`config.mk`:
```
export PLATFORM = sky130hd
export DESIGN_NAME = dsic_div_cell
export DESIGN_NICKNAME = d
export VERILOG_FILES = /design/src/rtl/core/dsic_pkg.sv /design/src/rtl/core/dsic_div_cell.sv
export SDC_FILE = /design/constraint.sdc
export NUM_CORES = 1
export LEC_CHECK = 0
export ABC_CLOCK_PERIOD_IN_PS = 1310
export BUFFER_PORTS_ARGS = -buffer_cell sky130_fd_sc_hd__clkbuf_2
export CAP_MARGIN = 20
export CELL_PAD_IN_SITES_DETAIL_PLACEMENT = 0
export CELL_PAD_IN_SITES_GLOBAL_PLACEMENT = 1
export CORE_MARGIN = 2
export CORE_UTILIZATION = 30
export DETAILED_ROUTE_END_ITERATION = 6
export HOLD_SLACK_MARGIN = 0.02
export PLACE_DENSITY_LB_ADDON = 0.1
export RECOVER_POWER = 100
export SLEW_MARGIN = 25
export SYNTH_ARGS = -nofsm -noshare
export SYNTH_HDL_FRONTEND = slang
export SYNTH_SLANG_ARGS = --single-unit
```
`constraint.sdc`:
```
create_clock -name clk -period 1.31 [get_ports clk]
set_clock_uncertainty 0.05 [all_clocks]
set_input_delay 0.131 -clock clk [delete_from_list [all_inputs] [get_ports clk]]
set_output_delay 0.131 -clock clk [all_outputs]
set_load 0.01 [all_outputs]
```
`src/rtl/core/dsic_pkg.sv`:
```
// Shared types, constants and helpers for the sector index codec.
package dsic_pkg;

	// field widths
	localparam int CMD_W = 2;
	localparam int LAY_W = 4;
	localparam int MOD_W = 6;
	localparam int SEN_W = 10;
	localparam int SEC_W = 21;
	localparam int X_W   = 18;
	localparam int Z_W   = 19;
	localparam int ST_W  = 2;

	// register widths and limits
	localparam int LCNT_W = 5;
	localparam int MCNT_W = 7;
	localparam int SCNT_W = 11;
	localparam int SM_W   = 17;
	localparam int LSM_W  = 21;
	localparam logic [LCNT_W-1:0] LCNT_MAX = 5'd16;
	localparam logic [MCNT_W-1:0] MCNT_MAX = 7'd64;
	localparam logic [SCNT_W-1:0] SCNT_MAX = 11'd1024;
	localparam logic [LCNT_W-1:0] LCNT_RST = 5'd5;
	localparam logic [MCNT_W-1:0] MCNT_RST = 7'd20;
	localparam logic [SCNT_W-1:0] SCNT_RST = 11'd448;
	// radix products of the reset counts
	localparam logic [SM_W-1:0]   SM_RST   = 17'd8960;
	localparam logic [LSM_W-1:0]  LSM_RST  = 21'd44800;

	// register map (byte addresses)
	localparam int ADDR_W = 4;
	localparam logic [ADDR_W-1:0] ADDR_LCNT = 4'h0;
	localparam logic [ADDR_W-1:0] ADDR_MCNT = 4'h4;
	localparam logic [ADDR_W-1:0] ADDR_SCNT = 4'h8;

	// geometry at 8 fractional bits
	localparam logic signed [Z_W:0] HZ      = 20'sd179200;
	localparam logic signed [Z_W:0] HX_OUT  = 20'sd85005;
	localparam logic signed [Z_W:0] HX_MID  = 20'sd107932;
	localparam logic signed [Z_W:0] HX_CTR  = 20'sd114560;
	// (v >> 9) / 35 by reciprocal, exact for v >> 9 up to 700
	localparam logic [10:0] RECIP_35 = 11'd1873;
	localparam logic [LAY_W-1:0] LAY_LAST_KNOWN = 4'd4;

	// restoring divider: one quotient bit per cell
	localparam int DIV_STEPS = SEC_W;
	localparam int N_CELLS   = 3 * DIV_STEPS;
	localparam int REM_W     = SCNT_W;

	typedef enum logic [CMD_W-1:0] {
		CMD_ENC = 2'd0,
		CMD_DEC = 2'd1,
		CMD_LOC = 2'd2,
		CMD_BAD = 2'd3
	} cmd_t;

	typedef enum logic [ST_W-1:0] {
		ST_OK    = 2'd0,
		ST_RANGE = 2'd1,
		ST_LAYER = 2'd2,
		ST_OUT   = 2'd3
	} status_t;

	// result fields carried alongside the divider
	typedef struct packed {
		logic [SEC_W-1:0] sector;
		logic [LAY_W-1:0] layer;
		logic [MOD_W-1:0] module_idx;
		logic [SEN_W-1:0] sensor;
		status_t          status;
		logic             dec;
		logic [SEN_W-1:0] dsen;
		logic [MOD_W-1:0] dmod;
	} pay_t;

	// word handed from cell to cell
	typedef struct packed {
		logic [REM_W-1:0] rem;
		logic [SEC_W-1:0] dq;
		pay_t             pay;
	} div_t;

	// a written 0 counts as 1, larger values saturate
	function automatic logic [SCNT_W-1:0] clamp_cnt(input logic [SCNT_W-1:0] v,
			input logic [SCNT_W-1:0] hi);
		logic [SCNT_W-1:0] r;
		r = v;
		if (v == '0) r = {{(SCNT_W-1){1'b0}}, 1'b1};
		else if (v > hi) r = hi;
		return r;
	endfunction

endpackage

```
`src/rtl/core/dsic_div_cell.sv`:
```
// One restoring division step: shifts one dividend bit in, one quotient bit out.
module dsic_div_cell (
	input  logic                        clk,
	input  logic                        arst_n,
	input  logic                        en,
	input  logic                        in_v,
	input  dsic_pkg::div_t              in_w,
	input  logic [dsic_pkg::REM_W-1:0]  divisor,
	output logic                        out_v,
	output dsic_pkg::div_t              out_w
);

	logic [dsic_pkg::REM_W:0]   trial;
	logic                       qbit;
	logic [dsic_pkg::REM_W-1:0] rem_n;

	// trial subtract
	always_comb begin
		trial = {in_w.rem, in_w.dq[dsic_pkg::SEC_W-1]};
		qbit  = (trial >= {1'b0, divisor});
		rem_n = qbit ? dsic_pkg::REM_W'(trial - {1'b0, divisor})
			: trial[dsic_pkg::REM_W-1:0];
	end

	always_ff @(posedge clk or negedge arst_n) begin
		if (!arst_n) begin
			out_v <= 1'b0;
		end else if (en) begin
			out_v <= in_v;
		end
	end

	always_ff @(posedge clk) begin
		if (en) begin
			out_w.rem <= rem_n;
			out_w.dq  <= {in_w.dq[dsic_pkg::SEC_W-2:0], qbit};
			out_w.pay <= in_w.pay;
		end
	end

endmodule

```
==> impl_metrics.py <==
metrics = {
    "clock_tree": {
        "clock_sinks": 93,
        "path_clk_slew_ps": 60,
        "h-tree-depth": 3,
        "cts_tree": "done",
        "cts_root_buffer": "clkbuf_16",
        "worst_skew_pair.late_latency_ps": 330,
        "cts-buffers-inserted": 9,
        "clk_path_buf_depth": 2,
    },
    "grt": {
        "top_usage_layer": "met2",
        "gr-total-overflow": 0,
        "grt_pass1_vias": 3042,
        "use_met2_pct": 29.4,
        "grt_max_degree": 39,
        "gr-usage-all-layers_pct": 15.8,
        "antenna_found_initial": 0,
        "grt_first_pass_wirelength_um": 15500,
        "use_met1_pct": 17.6,
        "use_met3_pct": 3.54,
    },
    "synthesis": {
        "synthesis.area_mm2": 0.00355,
        "synthTopCellsByCount": "92 x edfxtp_1, 19 x nand2_1, 16 x inv_1",
        "synth.mux.area_fraction_pct": 0.317,
        "synth_xor_area_share_pct": 1.48,
        "ys_ff_latch": 93,
        "async_flop_share_pct": 1.08,
        "syn_area_per_cell_um2": 17.4,
        "synth.top_cell.area_share_pct": 77.7,
        "synth_compound_area_share_pct": 7.71,
        "yosysMostFrequentCell": "edfxtp_1",
        "yosysUniqueCellTypes": 37,
        "synth_top_area_cell": "edfxtp_1",
        "synth_area_leaders": "edfxtp_1 78%, ha_1 3.9%, nand2_1 2.0%",
        "synth_edf_count": 92,
        "ys_seq_area_share_pct": 78.5,
        "syn_inst": 204,
        "syn-num-nets": 323,
        "yosys.area_share.simple_pct": 5.28,
        "synth_top_family_by_area": "compound AO/OA/AOI/OAI gates",
        "synthAdderAreaFrac_pct": 4.44,
        "ys.warnings.count": 0,
        "synth_ff_type": "edfxtp_1",
    },
    "worst_setup_path": {
        "crit_path_start_kind": "input pin",
        "endpoint_kind": "register",
        "worstSetupPathType": "input pin to register",
        "cp.arrival_ps": 1770,
        "required_ps": 1330,
        "path_max_fanout": 2,
    },
    "power": {
        "powerDensity_mw_per_mm2": 1270,
        "leakagePower_nw": 2.57,
        "vdd_drop_max_mv": 1.01,
    },
    "layout": {
        "instances_no_fill": 687,
        "nets": 658,
        "syn2layout_area_growth_pct": 74.2,
        "n_fill_cell": 1048,
        "utilization_pct": 54.0,
        "drive_gt1_share_pct": 35.3,
        "antenna_cells": 0,
    },
    "routing": {
        "totalWireLength_um": 10100,
        "drt_iter0_drc": 175,
        "ant_nets": 0,
        "post-route-drc-count": 0,
        "num_vias": 2931,
        "routedWlPerCell_um": 14.7,
        "firstDrtPassIters": 6,
        "vias_per_cell": 4.27,
    },
    "timing": {
        "fin_crit_ps": 1750,
        "max_freq_mhz": 572,
        "hold_ws_ps": 74.2,
        "tightestPinTransition_ps": 656,
        "finalCritPeriodShare_pct": 133,
        "setup-tns-final_ps": -4650,
        "hold_violations": 0,
        "drv_slew": 0,
        "fin_ws_ps": -437,
        "maxSlewHeadroom_pct": 56.3,
        "setup_viol": 12,
        "grt_setup_unrepaired": "yes",
    },
    "flow_run": {
        "drv_cap": 0,
    },
    "place": {
        "place.gp.congestion": 0.790,
        "numPlacedInstances": 584,
        "dp_hpwl_um": 7000,
        "portBuffers": 199,
    },
    "run_status": {
        "violations": "negative setup slack",
        "outcome": "complete, but fails checks",
    },
    "worst_hold_path": {
        "hold_class": "input pin to asynchronous set/reset pin",
    },
    "floorplan": {
        "coreArea_mm2": 0.0115,
        "start_util_pct": 31.0,
        "die-width_um": 113,
        "dieArea_mm2": 0.0127,
        "ioPinCount": 200,
        "fp.dieH_um": 113,
        "row_count": 39,
    },
}
[where the power goes]
group | total [mW] | internal (mW) | switching (mW)
clock network | 2.83 | 1.78 | 1.04
registers | 3.65 | 3.58 | 0.0726
logic | 1.36 | 0.677 | 0.685
total | 7.84 | 6.04 | 1.80
[critical path, cell delays in order]
cell       delay [ps]
clkbuf_16         110
inv_8              30
ha_4              150
fa_2              330
and2b_1           230
o21ai_2            70
a311oi_2          260
buf_4             170
nor2b_1            40
o211ai_1          160
nand4_1            90
[worst paths after layout]
path | start | to | slack (ps) | cells past startpoint
worst max-delay path | in_w[80] | out_w[91] | -440 | 11
worst min-delay path | arst_n | out_v | 70 | 2
worst max register to register | out_v | out_v | 510 | 1
worst min register to register | out_v | out_v | 470 | 1
max in group asynchronous | arst_n | out_v | 1050 | 2
min in group clk | in_w[87] | out_w[88] | 130 | 4
[layout by cell type, fill, tap and decap left out, types with 2 or more instances in the layout]
master         Yosys  layout
a21o_1             2       2
a21oi_1            6       5
a21oi_2            1       2
and3_1             2       2
buf_4              0      38
buf_6              2       4
bufinv_16          0       2
clkbuf_1           0      98
clkbuf_16          0      10
clkbuf_2           0     103
clkbuf_4           0       2
clkbuf_8           0       2
dlygate4sd3_1      0      82
edfxtp_1          92      92
ha_1              11      10
inv_1             16      15
nand2_1           19       9
nand2_2            0      10
nand2b_1           3       3
nand4_1            3       3
nor2_1             5       5
nor2b_1            2       2
o211ai_1           2       2
o21ai_1            2       4
o21ai_2            8       8
o31ai_1            2       2
xnor2_1            2       2
xor2_1             4       4
[metal layers]
layer	wire length, µm	share of wire [%]
met1	3970	39
met2	5310	53
met3	676	6.7
met4	123	1.2
met5	0	0
[flip-flops by register name (all words and copies together) (netlist names)]
name and cells:
out_v 1, out_w 92
[cell families (layout without fill, tap and decap cells)]
group	count (synthesis)	in the layout
flops	93	93
simple gates	39	39
compound gates	35	35
buf+inv	18	358
fa+ha+maj	12	12
xor+xnor	6	6
mux	1	1
[final cells by class]
| cell class | count | area, µm² | area share (%) |
|---|---|---|---|
| flip-flops and latches | 93 | 2790 | 45.0 |
| repair buffers | 326 | 2070 | 33.4 |
| multi-input cells | 93 | 758 | 12.3 |
| inverters | 16 | 67.6 | 1.09 |
| well taps | 143 | 179 | 2.89 |
| clock inverters | 3 | 68.8 | 1.11 |
| clock buffers | 13 | 260 | 4.21 |
[metrics by stage]
| stage | setup WS, ps | area [µm²] | total power [mW] |
|---|---|---|---|
| 3_5_place_dp | -893 | 5090 | 4.91 |
| 4_1_cts | -477 | 6290 | 7.99 |
| 2_1_floorplan | -579 | 3590 | 4.22 |
| 5_1_grt | -519 | 6190 | 8.18 |
| 6_report | -437 | 6190 | 7.84 |
| 3_3_place_gp | -874 | 5090 | 4.89 |
[what timing repair did]
item,CTS,global route
setup buffers,2,2
setup endpoints to repair,12,12
endpoints found under the hold margin,82,0
hold buffers,82,0
cloned,1,0
gates resized for setup,6,11
pin swaps,11,8
Note: power is estimated with default switching activity, not from simulation.
