[src/rtl/core/dsic_pkg.sv]
// Shared types, constants and helpers for the sector index codec.
package dsic_pkg;

	// field widths
	localparam int CMD_W = 2;
	localparam int LAY_W = 4;
	localparam int MOD_W = 6;
	localparam int SEN_W = 10;
	localparam int SEC_W = 21;
	localparam int X_W   = 18;
	localparam int Z_W   = 19;
	localparam int ST_W  = 2;

	// register widths and limits
	localparam int LCNT_W = 5;
	localparam int MCNT_W = 7;
	localparam int SCNT_W = 11;
	localparam int SM_W   = 17;
	localparam int LSM_W  = 21;
	localparam logic [LCNT_W-1:0] LCNT_MAX = 5'd16;
	localparam logic [MCNT_W-1:0] MCNT_MAX = 7'd64;
	localparam logic [SCNT_W-1:0] SCNT_MAX = 11'd1024;
	localparam logic [LCNT_W-1:0] LCNT_RST = 5'd5;
	localparam logic [MCNT_W-1:0] MCNT_RST = 7'd20;
	localparam logic [SCNT_W-1:0] SCNT_RST = 11'd448;
	// radix products of the reset counts
	localparam logic [SM_W-1:0]   SM_RST   = 17'd8960;
	localparam logic [LSM_W-1:0]  LSM_RST  = 21'd44800;

	// register map (byte addresses)
	localparam int ADDR_W = 4;
	localparam logic [ADDR_W-1:0] ADDR_LCNT = 4'h0;
	localparam logic [ADDR_W-1:0] ADDR_MCNT = 4'h4;
	localparam logic [ADDR_W-1:0] ADDR_SCNT = 4'h8;

	// geometry at 8 fractional bits
	localparam logic signed [Z_W:0] HZ      = 20'sd179200;
	localparam logic signed [Z_W:0] HX_OUT  = 20'sd85005;
	localparam logic signed [Z_W:0] HX_MID  = 20'sd107932;
	localparam logic signed [Z_W:0] HX_CTR  = 20'sd114560;
	// (v >> 9) / 35 by reciprocal, exact for v >> 9 up to 700
	localparam logic [10:0] RECIP_35 = 11'd1873;
	localparam logic [LAY_W-1:0] LAY_LAST_KNOWN = 4'd4;

	// restoring divider: one quotient bit per cell
	localparam int DIV_STEPS = SEC_W;
	localparam int N_CELLS   = 3 * DIV_STEPS;
	localparam int REM_W     = SCNT_W;

	typedef enum logic [CMD_W-1:0] {
		CMD_ENC = 2'd0,
		CMD_DEC = 2'd1,
		CMD_LOC = 2'd2,
		CMD_BAD = 2'd3
	} cmd_t;

	typedef enum logic [ST_W-1:0] {
		ST_OK    = 2'd0,
		ST_RANGE = 2'd1,
		ST_LAYER = 2'd2,
		ST_OUT   = 2'd3
	} status_t;

	// result fields carried alongside the divider
	typedef struct packed {
		logic [SEC_W-1:0] sector;
		logic [LAY_W-1:0] layer;
		logic [MOD_W-1:0] module_idx;
		logic [SEN_W-1:0] sensor;
		status_t          status;
		logic             dec;
		logic [SEN_W-1:0] dsen;
		logic [MOD_W-1:0] dmod;
	} pay_t;

	// word handed from cell to cell
	typedef struct packed {
		logic [REM_W-1:0] rem;
		logic [SEC_W-1:0] dq;
		pay_t             pay;
	} div_t;

	// a written 0 counts as 1, larger values saturate
	function automatic logic [SCNT_W-1:0] clamp_cnt(input logic [SCNT_W-1:0] v,
			input logic [SCNT_W-1:0] hi);
		logic [SCNT_W-1:0] r;
		r = v;
		if (v == '0) r = {{(SCNT_W-1){1'b0}}, 1'b1};
		else if (v > hi) r = hi;
		return r;
	endfunction

endpackage

[src/rtl/core/dsic_front.sv]
// Front stages: command decode, locate geometry and encode arithmetic.
module dsic_front (
	input  logic                          clk,
	input  logic                          arst_n,
	input  logic                          en,
	input  logic                          in_v,
	input  logic [79:0]                   in_data,
	input  logic [dsic_pkg::LCNT_W-1:0]   lcnt,
	input  logic [dsic_pkg::MCNT_W-1:0]   mcnt,
	input  logic [dsic_pkg::SCNT_W-1:0]   scnt,
	input  logic [dsic_pkg::SM_W-1:0]     sm,
	input  logic [dsic_pkg::LSM_W-1:0]    lsm,
	output logic                          out_v,
	output dsic_pkg::div_t                out_w
);

	// unpacked input fields
	dsic_pkg::cmd_t                        cmd;
	logic [dsic_pkg::LAY_W-1:0]            lay_i;
	logic [dsic_pkg::MOD_W-1:0]            mod_i;
	logic [dsic_pkg::SEN_W-1:0]            sen_i;
	logic [dsic_pkg::SEC_W-1:0]            sec_i;
	logic signed [dsic_pkg::X_W-1:0]       x_i;
	logic signed [dsic_pkg::Z_W-1:0]       z_i;

	assign cmd   = dsic_pkg::cmd_t'(in_data[1:0]);
	assign lay_i = in_data[5:2];
	assign mod_i = in_data[11:6];
	assign sen_i = in_data[21:12];
	assign sec_i = in_data[42:22];
	assign x_i   = in_data[60:43];
	assign z_i   = in_data[79:61];

	// locate geometry
	logic signed [dsic_pkg::Z_W:0] hx, xw, zw, xo, zo;
	logic                          known, in_box;
	logic [20:0]                   mprod;
	logic [dsic_pkg::MOD_W-1:0]    lmod;
	logic [dsic_pkg::SEN_W-1:0]    lsen;

	always_comb begin
		known = 1'b1;
		case (lay_i)
			4'd0, 4'd4: hx = dsic_pkg::HX_OUT;
			4'd1, 4'd3: hx = dsic_pkg::HX_MID;
			4'd2:       hx = dsic_pkg::HX_CTR;
			default: begin
				hx = dsic_pkg::HX_OUT;
				known = 1'b0;
			end
		endcase
		xw = 20'(x_i);
		zw = 20'(z_i);
		in_box = (zw <= dsic_pkg::HZ) && (zw >= -dsic_pkg::HZ) && (xw <= hx) && (xw >= -hx);
		xo = xw + hx;
		zo = zw + dsic_pkg::HZ;
		mprod = 21'(zo[18:9]) * 21'(dsic_pkg::RECIP_35);
		lmod = {1'b0, mprod[20:16]};
		lsen = {1'b0, xo[17:9]};
	end

	// index selection and status
	logic [dsic_pkg::LAY_W-1:0] lay_c;
	logic [dsic_pkg::MOD_W-1:0] mod_c;
	logic [dsic_pkg::SEN_W-1:0] sen_c;
	dsic_pkg::status_t          st_c;
	logic                       zero_c, bad_c;

	always_comb begin
		lay_c = lay_i;
		mod_c = mod_i;
		sen_c = sen_i;
		zero_c = 1'b0;
		st_c = dsic_pkg::ST_OK;
		unique case (cmd)
			dsic_pkg::CMD_ENC: ;
			dsic_pkg::CMD_DEC: begin
				// sector range is checked in stage 3
				zero_c = 1'b1;
			end
			dsic_pkg::CMD_LOC: begin
				mod_c = lmod;
				sen_c = lsen;
				if (!known) begin
					zero_c = 1'b1;
					st_c = dsic_pkg::ST_LAYER;
				end else if (!in_box) begin
					zero_c = 1'b1;
					st_c = dsic_pkg::ST_OUT;
				end
			end
			default: begin
				lay_c = '0;
				zero_c = 1'b1;
				st_c = dsic_pkg::ST_RANGE;
			end
		endcase
		bad_c = ({1'b0, lay_c} >= lcnt) || ({1'b0, mod_c} >= mcnt)
			|| ({1'b0, sen_c} >= scnt);
		if ((cmd == dsic_pkg::CMD_ENC || cmd == dsic_pkg::CMD_LOC) && !zero_c && bad_c)
			st_c = dsic_pkg::ST_RANGE;
	end

	// stage 1
	logic                       v_s1, zero_s1, dec_s1;
	logic [dsic_pkg::LAY_W-1:0] lay_s1;
	logic [dsic_pkg::MOD_W-1:0] mod_s1;
	logic [dsic_pkg::SEN_W-1:0] sen_s1;
	logic [dsic_pkg::SEC_W-1:0] sec_s1;
	dsic_pkg::status_t          st_s1;

	always_ff @(posedge clk or negedge arst_n) begin
		if (!arst_n) begin
			v_s1 <= 1'b0;
		end else if (en) begin
			v_s1 <= in_v;
		end
	end

	always_ff @(posedge clk) begin
		if (en) begin
			zero_s1 <= zero_c;
			dec_s1  <= (cmd == dsic_pkg::CMD_DEC);
			lay_s1  <= lay_c;
			mod_s1  <= mod_c;
			sen_s1  <= sen_c;
			sec_s1  <= sec_i;
			st_s1   <= st_c;
		end
	end

	// stage 2: partial products
	logic                       v_s2, zero_s2, dec_s2;
	logic [dsic_pkg::LAY_W-1:0] lay_s2;
	logic [dsic_pkg::MOD_W-1:0] mod_s2;
	logic [dsic_pkg::SEN_W-1:0] sen_s2;
	logic [dsic_pkg::SEC_W-1:0] sec_s2;
	dsic_pkg::status_t          st_s2;
	logic [16:0]                pms_s2;
	logic [21:0]                pl_s2;

	always_ff @(posedge clk or negedge arst_n) begin
		if (!arst_n) begin
			v_s2 <= 1'b0;
		end else if (en) begin
			v_s2 <= v_s1;
		end
	end

	always_ff @(posedge clk) begin
		if (en) begin
			zero_s2 <= zero_s1;
			dec_s2  <= dec_s1;
			lay_s2  <= lay_s1;
			mod_s2  <= mod_s1;
			sen_s2  <= sen_s1;
			sec_s2  <= sec_s1;
			st_s2   <= st_s1;
			pms_s2  <= 17'(mod_s1) * 17'(scnt);
			pl_s2   <= 22'(5'({1'b0, lay_s1} + lcnt)) * 22'(sm);
		end
	end

	// stage 3: sum, decode range check and divider feed
	logic [21:0] sum;
	logic        dec_bad;
	assign sum = pl_s2 + 22'(pms_s2) + 22'(sen_s2);
	assign dec_bad = dec_s2 && ({1'b0, sec_s2} >= {lsm, 1'b0});

	always_ff @(posedge clk or negedge arst_n) begin
		if (!arst_n) begin
			out_v <= 1'b0;
		end else if (en) begin
			out_v <= v_s2;
		end
	end

	always_ff @(posedge clk) begin
		if (en) begin
			out_w.rem            <= '0;
			out_w.dq             <= sec_s2;
			out_w.pay.sector     <= zero_s2 ? '0 : sum[20:0];
			out_w.pay.layer      <= lay_s2;
			out_w.pay.module_idx <= zero_s2 ? '0 : mod_s2;
			out_w.pay.sensor     <= zero_s2 ? '0 : sen_s2;
			out_w.pay.status     <= dec_bad ? dsic_pkg::ST_RANGE : st_s2;
			out_w.pay.dec        <= dec_s2;
			out_w.pay.dsen       <= '0;
			out_w.pay.dmod       <= '0;
		end
	end

endmodule

[config.mk]
export PLATFORM = sky130hd
export DESIGN_NAME = dsic_front
export DESIGN_NICKNAME = d
export VERILOG_FILES = /design/src/rtl/core/dsic_pkg.sv /design/src/rtl/core/dsic_front.sv
export SDC_FILE = /design/constraint.sdc
export NUM_CORES = 1
export LEC_CHECK = 0
export BUFFER_PORTS_ARGS = -buffer_cell sky130_fd_sc_hd__buf_2
export CORE_MARGIN = 3
export CORE_UTILIZATION = 57
export DETAILED_ROUTE_END_ITERATION = 10
export PLACE_DENSITY_LB_ADDON = 0.3
export REMOVE_ABC_BUFFERS = 1
export SLEW_MARGIN = 20
export SYNTH_ARGS = -nofsm -noshare
export SYNTH_HDL_FRONTEND = slang
export SYNTH_SLANG_ARGS = --single-unit
[constraint.sdc]
create_clock -name clk -period 11.5 [get_ports clk]
set_input_delay 0.575 -clock clk [delete_from_list [all_inputs] [get_ports clk]]
set_output_delay 0.575 -clock clk [all_outputs]
set_load 0.05 [all_outputs]
==> results.md <==
Floorplanning
• **Initial Util** 0.587
• **Total Die Area** 0.0302 mm^2
• **area of the core** 0.0273 mm^2
• **horizontal die dimension** 174 um
• **num ports** 238
• **Die H** 174 um
• **FP Rows** 60

Drt
• **antenna-violating nets left** 0
• **Via-to-Cell Ratio** 5.40
• **DRC violations left** 0
• **Routed WL per cell** 16.2 um
• **detailed-route wire length** 33.3 mm
• **starting DRC count in detailed routing** 743
• **drt first pass iters** 5
• **count of vias placed by the detailed router** 11,100

Timing
• **post-layout min period** 7.13 ns
• **Final Cycle Share** 0.620
• **setup-violating endpoint count in the final report** 0
• **RSZ-0062 raised after global routing** no
• **Final Slew Violations** 0
• **worst clock skew** 0.0185 ns
• **Setup TNS** 0 ns
• **worst-case headroom to the max-slew limit** 0.308
• **Peak Freq** 140 MHz
• **slew of the pin with the lowest slew margin** 1.04 ns
• **final hold violation count** 0

Synth
• **Syn Std Cell Area** 0.0160 mm^2
• **Mapped Cells** 1,466
• **Synth Area per Inst** 10.9 um^2
• **most frequently used flop master after synthesis** sky130_fd_sc_hd__edfxtp_1
• **EDFF count, synth** 193
• **flops & latches, synth** 196
• **share of synthesized area occupied by flip-flops and latches** 0.366
• **fraction of registers with async set/reset** 0.0153
• **number of distinct library cells after synthesis** 67
• **number of warnings reported in the yosys synthesis log** 0

Clocking
• **Sink Count** 196
• **clk_lat worst skew** 0.44 ns
• **postcts setup bufs** 0
• **clock-pin slew of the registers on the worst-case setup and hold paths** 0.09 ns
• **total number of H-tree levels** 4
• **Gates resized, CTS repair** 0
• **number of clock buffers inserted by TritonCTS** 17
• **CTS tree** built
• **number of buffers on the longest clock path** 2
• **count of hold-fix buffers inserted at cts** 1
• **root buffer cell** sky130_fd_sc_hd__clkbuf_16

Hold path
• **Hold Path Class** in -> reg
• **source of the worst hold timing path** in_data[38]
• **Hold Crit Endpoint** sec_s1[16]
• **cell depth of the worst min-delay path** 1

Power and ir drop
• **leakage** 8.56 nW
• **worst ir drop on vdd** 0.122 mV
• **power density relative to cell area** 255 mW/mm^2

Place
• **number of I/O port buffers** 210
• **sum of net half-perimeters after detailed placement** 27.0 mm
• **Final Wtd Congestion** 0.924
• **Inst Count DP** 2,029

Final layout
• **post-layout net count** 2,152
• **most frequent cells in the layout** sky130_fd_sc_hd__ha_1 (215), sky130_fd_sc_hd__buf_2 (209), sky130_fd_sc_hd__edfxtp_1 (193)
• **Area Overhead vs Synth** 12.8%
• **final cell count without fillers** 2,063
• **fraction of final layout cells with drive strength greater than 1** 0.156
• **number of inserted filler cells in the final layout** 2,192
• **most common cell after layout, fill and taps aside** sky130_fd_sc_hd__ha_1

Worst setup path
• **kind of start point of the critical path** input port
• **R2R setup slack** 5.61 ns
• **depth of the most critical reg-to-reg path** 19
• **peak per-stage delay on the critical path** 0.52 ns
• **maximum fanout along the worst path** 12
• **Crit path arrival time** 7.32 ns
• **worst path buffer plus inverter count** 5
• **family with the most delay on the worst path** adder cells
• **Crit Path Class** in -> reg
• **cell at the slowest stage of the critical path** sky130_fd_sc_hd__fa_1
• **r2r startpoint** lay_s1[0]
• **crit path capture type** flop
• **Worst R2R End** pl_s2[19]
• **Required @ worst endpoint** 11.68 ns

Global route
• **number of global-route vias before repair** 11,300
• **total congestion overflow after global routing** 0
• **global-route wire length before repair** 55.2 mm
• **antenna violations before repair** 3
• **Total GRT Usage** 0.226
• **largest net degree at the start of global routing** 118

Flow run
• **count of max-cap constraint violations** 0

Outcome
• **run status** completed

how the worst max path moves through the flow:
stage,from,to,depth (start not counted)
after CTS,in_data[71],st_s1[0],29
after floorplan,in_data[71],st_s1[0],28
final,in_data[71],st_s1[0],29
after global routing,in_data[71],st_s1[0],29
after global placement,in_data[71],st_s1[0],29
after detailed placement,in_data[71],st_s1[0],29
stage by stage:
step	power, mW	cell area, um^2	setup WS (ns)	hold slack (ns)	utilization
floorplan	3.33	15800	4.72	0.279	-
global placement	3.86	17400	4.15	0.370	0.636
detailed placement	3.96	17400	3.91	0.375	0.637
CTS	4.64	18100	4.37	0.279	0.661
global route	5.07	18100	3.87	0.265	0.661
finish	4.62	18100	4.37	0.298	0.661
synth_stat cells (16+ instances only):
master	number	share of area
sky130_fd_sc_hd__ha_1	215	0.17
sky130_fd_sc_hd__and2_1	77	0.030
sky130_fd_sc_hd__a211oi_1	16	0.0075
sky130_fd_sc_hd__xor2_1	25	0.014
sky130_fd_sc_hd__nor2b_1	30	0.012
sky130_fd_sc_hd__fa_1	115	0.14
sky130_fd_sc_hd__nand2_1	140	0.033
sky130_fd_sc_hd__xnor2_1	43	0.023
sky130_fd_sc_hd__a21oi_1	68	0.021
sky130_fd_sc_hd__a21o_1	30	0.014
sky130_fd_sc_hd__buf_4	28	0.013
sky130_fd_sc_hd__edfxtp_1	193	0.36
sky130_fd_sc_hd__clkbuf_1	21	0.0049
sky130_fd_sc_hd__o21ai_0	40	0.012
sky130_fd_sc_hd__inv_1	189	0.044
sky130_fd_sc_hd__nor2_1	49	0.011
worst reg2reg max path, delay by kind of cell (launching register included):
kind / cells / cell delay, ns
DFF: 1 / 0.39
adders and majority gates: 6 / 2.57
buffers and inverters: 2 / 0.29
AOI/OAI and AO/OA: 8 / 1.94
and+or+nand+nor: 1 / 0.11
xor gates and xnor gates: 2 / 0.32
kinds of logic (layout without fill, tap and decap cells):
| logic type | Yosys count | in the layout | share of synthesized area |
|---|---|---|---|
| flip-flops | 196 | 196 | 0.366 |
| AO/OA/AOI/OAI | 242 | 242 | 0.0975 |
| AND/OR/NAND/NOR | 381 | 381 | 0.120 |
| XOR/XNOR | 68 | 68 | 0.0371 |
| adder cells (fa/ha/maj) | 330 | 330 | 0.311 |
| multiplexers | 6 | 6 | 0.00398 |
| buffers and inverters | 241 | 438 | 0.0635 |
| other | 2 | 30 | 0.000468 |
registers in the layout, summed over array words and instances, names as in the netlist:
name / cells
dec_s1: 1
st_s1: 2
sen_s1: 10
v_s2: 1
sec_s2: 21
mod_s1: 6
sec_s1: 21
v_s1: 1
lay_s1: 4
pms_s2: 17
st_s2: 2
zero_s1: 1
mod_s2: 6
out_v: 1
zero_s2: 1
dec_s2: 1
sen_s2: 10
out_w: 65
pl_s2: 21
lay_s2: 4
cell type report:
type,instances,area [um^2],area share
inverters,190,713,0.0395
clock buffers,17,425,0.0235
clock inverters,15,239,0.0132
flip-flops and latches,196,5870,0.325
multi-input cells,1056,9250,0.512
diodes,1,2.50,0.000138
well taps,372,465,0.0257
repair buffers,216,1110,0.0613
where the power goes:
part	switching (mW)	internal (mW)	total [mW]
Sequential	0.0815	1.06	1.14
Clock	0.333	0.313	0.645
Combinational	1.66	1.18	2.83
layer usage:
metal | track usage | routed length [um] | vias to the layer above
li1 | - | - | 5414
met1 | 0.315 | 15300 | 5348
met2 | 0.367 | 15300 | 325
met3 | 0.0482 | 2200 | 39
met4 | 0.0543 | 454 | 4
met5 | 0 | 22 | -
Note: power is estimated with default switching activity, not from simulation.
